===== config.mk =====
export PLATFORM = sky130hd
export DESIGN_NAME = url_percent_encoder_flat
export DESIGN_NICKNAME = d
export VERILOG_FILES = /design/src/hdl/upe_pkg.sv /design/src/hdl/upe_in_if.sv /design/src/hdl/upe_out_if.sv /design/src/hdl/upe_front.sv /design/src/hdl/upe_fifo.sv /design/src/hdl/upe_back.sv /design/src/hdl/url_percent_encoder.sv /design/src/flat_wrapper.sv
export SDC_FILE = /design/constraint.sdc
export NUM_CORES = 1
export LEC_CHECK = 0
export ABC_AREA = 1
export BUFFER_PORTS_ARGS = -buffer_cell sky130_fd_sc_hd__buf_4
export CAP_MARGIN = 25
export CORE_MARGIN = 4
export CORE_UTILIZATION = 55
export DETAILED_ROUTE_END_ITERATION = 6
export PLACE_DENSITY = 0.75
export SLEW_MARGIN = 0
export SYNTH_ARGS = -nofsm -noshare
export SYNTH_HDL_FRONTEND = slang
export SYNTH_SLANG_ARGS = --single-unit

===== constraint.sdc =====
create_clock -name clk_i -period 4 [get_ports clk_i]
set_input_delay 0.8 -clock clk_i [delete_from_list [all_inputs] [get_ports clk_i]]
set_output_delay 0.8 -clock clk_i [all_outputs]
set_load 0.02 [all_outputs]

===== src/hdl/upe_pkg.sv =====
// Shared types, constants and helpers for the URL percent encoder.
// No dependencies; imported by upe_front, upe_fifo, upe_back and url_percent_encoder.
`default_nettype none

package upe_pkg;

  localparam int unsigned MAX_CAPACITY_DEF = 1024;
  localparam int unsigned CAP_CEIL         = 1024;
  localparam int unsigned CAP_RESET        = 192;
  localparam int unsigned CAP_W            = 11;
  localparam int unsigned LEN_W            = 10;

  localparam int unsigned QUEUE_DEPTH = 4;
  localparam int unsigned QPTR_W      = $clog2(QUEUE_DEPTH);

  localparam logic [7:0] CTRL_LIMIT   = 8'd32;
  localparam logic [7:0] CHAR_DEL     = 8'd127;
  localparam logic [7:0] CHAR_PERCENT = 8'h25;
  localparam logic [3:0] NIBBLE_MASK  = 4'd15;

  localparam logic [7:0] HEX_DIGITS [16] = '{
    8'h30, 8'h31, 8'h32, 8'h33, 8'h34, 8'h35, 8'h36, 8'h37,
    8'h38, 8'h39, 8'h41, 8'h42, 8'h43, 8'h44, 8'h45, 8'h46
  };

  typedef enum logic [1:0] {
    ST_OK       = 2'd0,
    ST_EMPTY    = 2'd1,
    ST_CONTROL  = 2'd2,
    ST_TOO_LONG = 2'd3
  } status_e;

  typedef enum logic [1:0] {
    CMD_CHAR = 2'd0,
    CMD_ESC  = 2'd1,
    CMD_DONE = 2'd2
  } cmd_kind_e;

  typedef enum logic [1:0] {
    PH_PCT = 2'd0,
    PH_HI  = 2'd1,
    PH_LO  = 2'd2
  } esc_phase_e;

  typedef struct packed {
    cmd_kind_e         kind;
    logic [7:0]        data;
    status_e           status;
    logic [LEN_W-1:0]  length;
  } cmd_t;

  typedef struct packed {
    logic full;
    logic empty;
  } fifo_stat_t;

  function automatic logic is_unreserved(input logic [7:0] b);
    logic r;
    r = (b >= 8'h30 && b <= 8'h39) ||
        (b >= 8'h41 && b <= 8'h5a) ||
        (b >= 8'h61 && b <= 8'h7a) ||
        b == 8'h2d || b == 8'h5f || b == 8'h2e || b == 8'h7e;
    return r;
  endfunction

endpackage

`default_nettype wire


===== src/hdl/upe_in_if.sv =====
// Input channel of the URL percent encoder: one raw byte or a terminator per item.
// No dependencies.
`default_nettype none

interface upe_in_if;
  logic       valid;
  logic       ready;
  logic [7:0] in_byte;
  logic       end_of_string;

  modport source (output valid, in_byte, end_of_string, input ready);
  modport sink   (input valid, in_byte, end_of_string, output ready);
endinterface

`default_nettype wire


===== src/hdl/upe_out_if.sv =====
// Output channel of the URL percent encoder: one encoded character or status per item.
// No dependencies.
`default_nettype none

interface upe_out_if;
  logic       valid;
  logic       ready;
  logic [7:0] out_char;
  logic       char_valid;
  logic       done_res;
  logic [1:0] status;
  logic [9:0] encoded_length;
  logic       last_of_run;

  modport source (output valid, out_char, char_valid, done_res, status, encoded_length,
                  last_of_run, input ready);
  modport sink   (input valid, out_char, char_valid, done_res, status, encoded_length,
                  last_of_run, output ready);
endinterface

`default_nettype wire


===== src/hdl/upe_front.sv =====
// Front end: accepts bytes, tracks length and rejection state, queues commands.
// Depends on upe_pkg and upe_in_if.
`default_nettype none

module upe_front
  import upe_pkg::*;
#(
  parameter int unsigned MAX_CAPACITY = MAX_CAPACITY_DEF
) (
  input  wire logic             clk_i,
  input  wire logic             rst_ni,
  input  wire logic             cfg_we_i,
  input  wire logic [CAP_W-1:0] cfg_wdata_i,
  upe_in_if.sink                in_i,
  input  wire fifo_stat_t       q_stat_i,
  output      logic             push_o,
  output      cmd_t             push_cmd_o
);

  localparam int unsigned CAP_LIMIT = (MAX_CAPACITY < CAP_CEIL) ? MAX_CAPACITY : CAP_CEIL;
  localparam int unsigned CAP_INIT  = (CAP_RESET > CAP_LIMIT) ? CAP_LIMIT : CAP_RESET;

  logic [CAP_W-1:0] cap_q, cap_d;
  logic [LEN_W-1:0] used_q, used_d;
  status_e          err_q, err_d;

  logic             accept;
  logic             plain;
  logic [CAP_W-1:0] sum;

  assign in_i.ready = !q_stat_i.full;
  assign accept     = in_i.valid && in_i.ready;
  assign plain      = is_unreserved(in_i.in_byte);
  assign sum        = {1'b0, used_q} + (plain ? CAP_W'(1) : CAP_W'(3));

  always_comb begin
    cap_d = cap_q;
    if (cfg_we_i) begin
      cap_d = (cfg_wdata_i > CAP_W'(CAP_LIMIT)) ? CAP_W'(CAP_LIMIT) : cfg_wdata_i;
    end
  end

  always_comb begin
    used_d            = used_q;
    err_d             = err_q;
    push_o            = 1'b0;
    push_cmd_o.kind   = plain ? CMD_CHAR : CMD_ESC;
    push_cmd_o.data   = in_i.in_byte;
    push_cmd_o.status = ST_OK;
    push_cmd_o.length = used_q;
    if (accept) begin
      if (in_i.end_of_string) begin
        push_o          = 1'b1;
        push_cmd_o.kind = CMD_DONE;
        if (err_q != ST_OK) begin
          push_cmd_o.status = err_q;
        end else if (used_q == '0) begin
          push_cmd_o.status = ST_EMPTY;
        end
        used_d = '0;
        err_d  = ST_OK;
      end else if (err_q == ST_OK) begin
        if (in_i.in_byte < CTRL_LIMIT || in_i.in_byte == CHAR_DEL) begin
          err_d = ST_CONTROL;
        end else if (sum >= cap_q) begin
          err_d = ST_TOO_LONG;
        end else begin
          used_d = sum[LEN_W-1:0];
          push_o = 1'b1;
        end
      end
    end
  end

  always_ff @(posedge clk_i or negedge rst_ni) begin
    if (!rst_ni) begin
      cap_q  <= CAP_W'(CAP_INIT);
      used_q <= '0;
      err_q  <= ST_OK;
    end else begin
      cap_q  <= cap_d;
      used_q <= used_d;
      err_q  <= err_d;
    end
  end

endmodule

`default_nettype wire


===== src/hdl/upe_fifo.sv =====
// Short command queue between front and back end.
// Depends on upe_pkg.
`default_nettype none

module upe_fifo
  import upe_pkg::*;
(
  input  wire logic  clk_i,
  input  wire logic  rst_ni,
  input  wire logic  push_i,
  input  wire cmd_t  push_cmd_i,
  input  wire logic  pop_i,
  output      cmd_t  head_o,
  output fifo_stat_t stat_o
);

  cmd_t          mem_q [QUEUE_DEPTH];
  logic [QPTR_W:0] wr_ptr_q, rd_ptr_q;

  assign head_o       = mem_q[rd_ptr_q[QPTR_W-1:0]];
  assign stat_o.empty = (wr_ptr_q == rd_ptr_q);
  assign stat_o.full  = (wr_ptr_q[QPTR_W-1:0] == rd_ptr_q[QPTR_W-1:0]) &&
                        (wr_ptr_q[QPTR_W] != rd_ptr_q[QPTR_W]);

  always_ff @(posedge clk_i) begin
    if (push_i) begin
      mem_q[wr_ptr_q[QPTR_W-1:0]] <= push_cmd_i;
    end
  end

  always_ff @(posedge clk_i or negedge rst_ni) begin
    if (!rst_ni) begin
      wr_ptr_q <= '0;
      rd_ptr_q <= '0;
    end else begin
      if (push_i) begin
        wr_ptr_q <= wr_ptr_q + 1'b1;
      end
      if (pop_i) begin
        rd_ptr_q <= rd_ptr_q + 1'b1;
      end
    end
  end

endmodule

`default_nettype wire


===== src/hdl/upe_back.sv =====
// Back end: expands queued commands into output items through an output register.
// Depends on upe_pkg and upe_out_if.
`default_nettype none

module upe_back
  import upe_pkg::*;
(
  input  wire logic       clk_i,
  input  wire logic       rst_ni,
  input  wire cmd_t       head_i,
  input  wire fifo_stat_t q_stat_i,
  output      logic       pop_o,
  upe_out_if.source       out_o
);

  esc_phase_e       phase_q, phase_d;
  logic             ov_q, ov_d;
  logic             load;
  logic             emit;

  logic [7:0]       char_q, char_d;
  logic             cv_q, cv_d;
  logic             done_q, done_d;
  logic [1:0]       stat_q, stat_d;
  logic [LEN_W-1:0] len_q, len_d;
  logic             last_q, last_d;

  assign load = !ov_q || out_o.ready;
  assign emit = load && !q_stat_i.empty;

  always_comb begin
    phase_d = phase_q;
    ov_d    = ov_q && !out_o.ready;
    pop_o   = 1'b0;
    char_d  = '0;
    cv_d    = 1'b1;
    done_d  = 1'b0;
    stat_d  = '0;
    len_d   = '0;
    last_d  = 1'b1;
    if (emit) begin
      ov_d = 1'b1;
      unique case (head_i.kind)
        CMD_CHAR: begin
          char_d = head_i.data;
          pop_o  = 1'b1;
        end
        CMD_ESC: begin
          unique case (phase_q)
            PH_PCT: begin
              char_d  = CHAR_PERCENT;
              last_d  = 1'b0;
              phase_d = PH_HI;
            end
            PH_HI: begin
              char_d  = HEX_DIGITS[head_i.data[7:4]];
              last_d  = 1'b0;
              phase_d = PH_LO;
            end
            default: begin
              char_d  = HEX_DIGITS[head_i.data[3:0] & NIBBLE_MASK];
              pop_o   = 1'b1;
              phase_d = PH_PCT;
            end
          endcase
        end
        default: begin
          cv_d   = 1'b0;
          done_d = 1'b1;
          stat_d = head_i.status;
          len_d  = head_i.length;
          pop_o  = 1'b1;
        end
      endcase
    end
  end

  always_ff @(posedge clk_i or negedge rst_ni) begin
    if (!rst_ni) begin
      ov_q    <= 1'b0;
      phase_q <= PH_PCT;
    end else begin
      ov_q    <= ov_d;
      phase_q <= phase_d;
    end
  end

  always_ff @(posedge clk_i) begin
    if (emit) begin
      char_q <= char_d;
      cv_q   <= cv_d;
      done_q <= done_d;
      stat_q <= stat_d;
      len_q  <= len_d;
      last_q <= last_d;
    end
  end

  assign out_o.valid          = ov_q;
  assign out_o.out_char       = char_q;
  assign out_o.char_valid     = cv_q;
  assign out_o.done_res       = done_q;
  assign out_o.status         = stat_q;
  assign out_o.encoded_length = len_q;
  assign out_o.last_of_run    = last_q;

endmodule

`default_nettype wire


===== src/hdl/url_percent_encoder.sv =====
// URL percent encoder top level: front end, command queue and back end.
// Depends on upe_pkg, upe_in_if, upe_out_if, upe_front, upe_fifo and upe_back.
//
// Streams a query string one byte per item and percent-encodes it; letters, digits
// and - _ . ~ pass through, any other byte becomes '%' and two upper-case hex digits.
// A control byte or an encoded length reaching the capacity register rejects the
// string; the terminator item returns status and length and starts a new string.
// The input takes one item per cycle while the four-entry command queue has room.
// The back end emits one item per cycle from its output register while the receiver
// is ready, so a plain byte or a terminator becomes one item, an escaped byte three;
// sustained rate is bounded by that output sequencer. Rejected bytes are taken and
// produce nothing. Capacity may only be written while the block is idle.
`default_nettype none

module url_percent_encoder
  import upe_pkg::*;
#(
  parameter int unsigned MAX_CAPACITY = MAX_CAPACITY_DEF
) (
  input  wire logic             clk_i,
  input  wire logic             rst_ni,
  input  wire logic             cfg_we_i,
  input  wire logic [CAP_W-1:0] cfg_wdata_i,
  upe_in_if.sink                in_i,
  upe_out_if.source             out_o
);

  logic       push;
  cmd_t       push_cmd;
  logic       pop;
  cmd_t       head;
  fifo_stat_t q_stat;

  upe_front #(
    .MAX_CAPACITY (MAX_CAPACITY)
  ) u_front (
    .clk_i       (clk_i),
    .rst_ni      (rst_ni),
    .cfg_we_i    (cfg_we_i),
    .cfg_wdata_i (cfg_wdata_i),
    .in_i        (in_i),
    .q_stat_i    (q_stat),
    .push_o      (push),
    .push_cmd_o  (push_cmd)
  );

  upe_fifo u_fifo (
    .clk_i      (clk_i),
    .rst_ni     (rst_ni),
    .push_i     (push),
    .push_cmd_i (push_cmd),
    .pop_i      (pop),
    .head_o     (head),
    .stat_o     (q_stat)
  );

  upe_back u_back (
    .clk_i    (clk_i),
    .rst_ni   (rst_ni),
    .head_i   (head),
    .q_stat_i (q_stat),
    .pop_o    (pop),
    .out_o    (out_o)
  );

  a_no_overflow: assert property (@(posedge clk_i) disable iff (!rst_ni)
    !(push && q_stat.full))
    else $error("command queue overflow");

  a_no_underflow: assert property (@(posedge clk_i) disable iff (!rst_ni)
    !(pop && q_stat.empty))
    else $error("command queue underflow");

  a_done_shape: assert property (@(posedge clk_i) disable iff (!rst_ni)
    out_o.valid && out_o.done_res |->
      !out_o.char_valid && out_o.last_of_run && out_o.out_char == 8'd0)
    else $error("malformed status item");

  a_char_shape: assert property (@(posedge clk_i) disable iff (!rst_ni)
    out_o.valid && !out_o.done_res |->
      out_o.char_valid && out_o.status == 2'd0 && out_o.encoded_length == 10'd0)
    else $error("malformed character item");

endmodule

`default_nettype wire


===== src/flat_wrapper.sv =====
// flat-port wrapper written by rule: the top's interface ports become plain ports
module url_percent_encoder_flat import upe_pkg::*;
#(
  parameter int unsigned MAX_CAPACITY = MAX_CAPACITY_DEF
)
  (clk_i, rst_ni, cfg_we_i, cfg_wdata_i, in_i_valid, in_i_in_byte, in_i_end_of_string, in_i_ready, out_o_valid, out_o_out_char, out_o_char_valid, out_o_done_res, out_o_status, out_o_encoded_length, out_o_last_of_run, out_o_ready);
  upe_in_if in_i_i ();
  upe_out_if out_o_i ();
  input  wire logic clk_i;
  input  wire logic rst_ni;
  input  wire logic cfg_we_i;
  input  wire logic [CAP_W-1:0] cfg_wdata_i;
  input wire logic [$bits(in_i_i.valid)-1:0] in_i_valid;
  input wire logic [$bits(in_i_i.in_byte)-1:0] in_i_in_byte;
  input wire logic [$bits(in_i_i.end_of_string)-1:0] in_i_end_of_string;
  output wire logic [$bits(in_i_i.ready)-1:0] in_i_ready;
  output wire logic [$bits(out_o_i.valid)-1:0] out_o_valid;
  output wire logic [$bits(out_o_i.out_char)-1:0] out_o_out_char;
  output wire logic [$bits(out_o_i.char_valid)-1:0] out_o_char_valid;
  output wire logic [$bits(out_o_i.done_res)-1:0] out_o_done_res;
  output wire logic [$bits(out_o_i.status)-1:0] out_o_status;
  output wire logic [$bits(out_o_i.encoded_length)-1:0] out_o_encoded_length;
  output wire logic [$bits(out_o_i.last_of_run)-1:0] out_o_last_of_run;
  input wire logic [$bits(out_o_i.ready)-1:0] out_o_ready;
  assign in_i_i.valid = in_i_valid;
  assign in_i_i.in_byte = in_i_in_byte;
  assign in_i_i.end_of_string = in_i_end_of_string;
  assign in_i_ready = in_i_i.ready;
  assign out_o_valid = out_o_i.valid;
  assign out_o_out_char = out_o_i.out_char;
  assign out_o_char_valid = out_o_i.char_valid;
  assign out_o_done_res = out_o_i.done_res;
  assign out_o_status = out_o_i.status;
  assign out_o_encoded_length = out_o_i.encoded_length;
  assign out_o_last_of_run = out_o_i.last_of_run;
  assign out_o_i.ready = out_o_ready;
  url_percent_encoder #(.MAX_CAPACITY(MAX_CAPACITY)) u_core (.clk_i(clk_i), .rst_ni(rst_ni), .cfg_we_i(cfg_we_i), .cfg_wdata_i(cfg_wdata_i), .in_i(in_i_i), .out_o(out_o_i));
endmodule

==> metrics <==
startpoint types primary input; worst rel slew slack 57.5%; Seq/Total Area, Yosys 58.7%; FF-to-FF path depth 17; nets 822; clk root buf clkbuf_16; Die ar. 14700 um2; Synth area leader edfxtp_1; maximum fanout along the worst path 6; Critical Path Start in_i_in_byte[7]; Initial Util 56.1%; end of the critical path u_core.u_fifo.mem_q[3][0]; share of layout cells above drive strength 1 24.1%; global route total overflow 0; antenna cells 0; Post-DP Area 7790 um2; area of the mapped netlist 7050 um2; Worst EP required 4.14 ns; Final HPWL DP 9700 um; hold_buf cts 0; post-route DRC violation count 0; CTS tree built; clk slew on worst S/H paths 0.06 ns; crit path kind in -> reg; Final GP Congestion 0.909; synth cell count leaders nand2_1 (184), edfxtp_1 (111), inv_1 (67); DR iter-0 viols 362; Cells after Synth 697; Multi-input gate area 2580 um2; Slew Limit Fails 0; row cnt 41; Hold/Removal Path Class in -> async; largest net degree at the start of global routing 51; routed length per instance 15.1 um; CP endpoint kind flop; top cells by area, synth edfxtp_1 (47%), dfrtp_1 (11%), nand2_1 (9.8%); PwrDens 767 nW/um2; clk buf depth 2; achievable frequency 267 MHz; post-route clock period utilization 93.5%; worst slack, placed -0.291 ns; Worst-Skew Late Latency 0.42 ns; final hold violation count 0; Synth cell types 44; Crit Reg-Reg Startpoint u_core.u_front.used_q[0]; setup_tns 0 ns; Max Cap Violations 0; reg2reg end u_core.u_fifo.mem_q[3][0]; status completed; Yosys top cell area share 47.3%; YS warnings 0; clk sinks 143; flop2flop setup slack 0.76 ns; final setup fails 0; initial antenna violation count 0; LEAKAGE 3.76 nW; arrival time at the worst endpoint 3.88 ns; Chip Height 121 um; WHS 0.322 ns; ys flop type edfxtp_1; min cycle time layout 3.74 ns; Synth async-reset ratio 22.4%; GRT Total Usage 21.1%; final WL 14500 um; P&R area growth vs syn 21.8%; Final Instance Area 8580 um2; clock skew 0.00899 ns; Num CTS Buffers 17; fillers 911; first-pass GRT wire length 24200 um; Die Wd 121 um; Sequential Area 4140 um2; EDFF count, synth 111; H-tree levels 4; vias in the first global route 4996; Yosys reg bits 143; Final WS setup 0.260 ns; VDD IR-drop max 0.000395 V; I/O Pins 50; DR pass1 iterations 5; I/O Buffers 49; average size of a mapped cell 10.1 um2; Synth Net Count 744; post-route ant nets 0; vias 5068; CORE AREA 12600 um2; count leader, synth nand2_1; Worst Max-Slew Pin Slew 0.633 ns; routed vias/inst 5.28; final core utilization 68.3%
cells by family after synthesis:
group	share of synthesized area, %
simple gates	23.5
flops	58.7
buf+inv	6.59
compound gates	6.07
fa+ha+maj	4.01
xor+xnor	1.10
what timing repair did:
item | in CTS | in global routing
buffers inserted | 0 | 1
setup endpoints to repair | 0 | 103
resized for setup | 0 | 20
worst max-delay path, stage by stage:
cell and delay [ns]:
buf_4 0.10, inv_1 0.05, nand2_2 0.09, inv_2 0.06, nand3_1 0.08, o21ai_1 0.08
nand2_1 0.09, nand3_2 0.09, nor2_4 0.11, inv_1 0.07, fa_2 0.37, inv_2 0.06
nand3_2 0.08, buf_4 0.17, xnor2_1 0.22, ha_1 0.29, nand2_1 0.08, inv_1 0.04
nand2_1 0.06, nor2_1 0.04, nand2_1 0.04, nand2_1 0.08, nor2_4 0.12, nand2_4 0.11
a21boi_4 0.30, clkbuf_16 0.20
metal layers:
metal	global-route usage [%]	routed length, um	vias up
met3	4.06	708	36
met4	8.40	318	0
met2	34.5	7160	163
li1	-	-	2499
met5	0	0	-
met1	28.0	6310	2370
per-stage QoR:
step / std cells / total power, mW
after floorplan: 697 / 4.12
after global placement: 925 / 4.70
after detailed placement: 925 / 4.80
after CTS: 957 / 6.59
after global routing: 960 / 7.01
final: 960 / 6.58
how the worst min path moves through the flow:
stage	slack [ns]	end	startpoint	cells past startpoint
after CTS	0.35	u_core.u_front.used_q[5]	rst_ni	1
after global routing	0.37	u_core.u_front.used_q[3]	rst_ni	1
after global placement	0.47	u_core.u_front.err_q[1]	u_core.u_front.err_q[1]	2
after floorplan	0.46	u_core.u_front.err_q[0]	u_core.u_front.err_q[0]	2
final	0.32	u_core.u_back.phase_q[1]	rst_ni	1
after detailed placement	0.51	u_core.u_front.err_q[1]	u_core.u_front.err_q[1]	2
flip-flops by register name, indices dropped and copies added (netlist names):
| name | flops |
|---|---|
| u_core.u_back.out_o.status | 2 |
| u_core.u_back.out_o.last_of_run | 1 |
| u_core.u_back.out_o.encoded_length | 10 |
| u_core.u_back.phase_q | 2 |
| u_core.u_fifo.mem_q | 88 |
| u_core.u_front.used_q | 10 |
| u_core.u_back.out_o.out_char | 8 |
| u_core.u_front.err_q | 2 |
| u_core.u_back.out_o.char_valid | 1 |
| u_core.u_front.cap_q | 11 |
| u_core.u_fifo.wr_ptr_q | 3 |
| u_core.u_back.out_o.valid | 1 |
| u_core.u_back.out_o.done_res | 1 |
| u_core.u_fifo.rd_ptr_q | 3 |
power breakdown:
| group | switching, mW | internal, mW | leakage, nW | total (mW) |
|---|---|---|---|---|
| registers | 0.182 | 2.11 | 1.45 | 2.29 |
| clock network | 0.602 | 1.17 | 0.325 | 1.77 |
| logic | 1.64 | 0.881 | 1.99 | 2.52 |
layout by cell type (no fill, tap or decap), types with 3 or more instances in the layout:
| cell type | count |
|---|---|
| nand2_2 | 17 |
| dfrtp_1 | 30 |
| nand4_1 | 12 |
| nand2_1 | 179 |
| nand3b_1 | 3 |
| nand3_1 | 50 |
| buf_12 | 4 |
| ha_1 | 20 |
| o21ai_1 | 11 |
| o22ai_1 | 13 |
| nand2_4 | 4 |
| a21oi_1 | 7 |
| inv_1 | 65 |
| inv_2 | 7 |
| buf_4 | 77 |
| clkbuf_16 | 18 |
| nand3_2 | 18 |
| clkinv_4 | 3 |
| edfxtp_1 | 111 |
| nor2_4 | 7 |
| a21boi_4 | 4 |
| clkinv_2 | 3 |
| bufinv_16 | 6 |
| nor2_1 | 47 |
| o21ai_0 | 37 |
| xnor2_1 | 5 |
layout make-up:
class	count	area share [%]
repair buffers	83	8.10
multi-input cells	456	30.1
inverters	74	3.33
clock buffers	17	4.96
clock inverters	15	2.82
flip-flops and latches	143	48.2
well taps	172	2.51
Power figures use the tool's default switching activity.
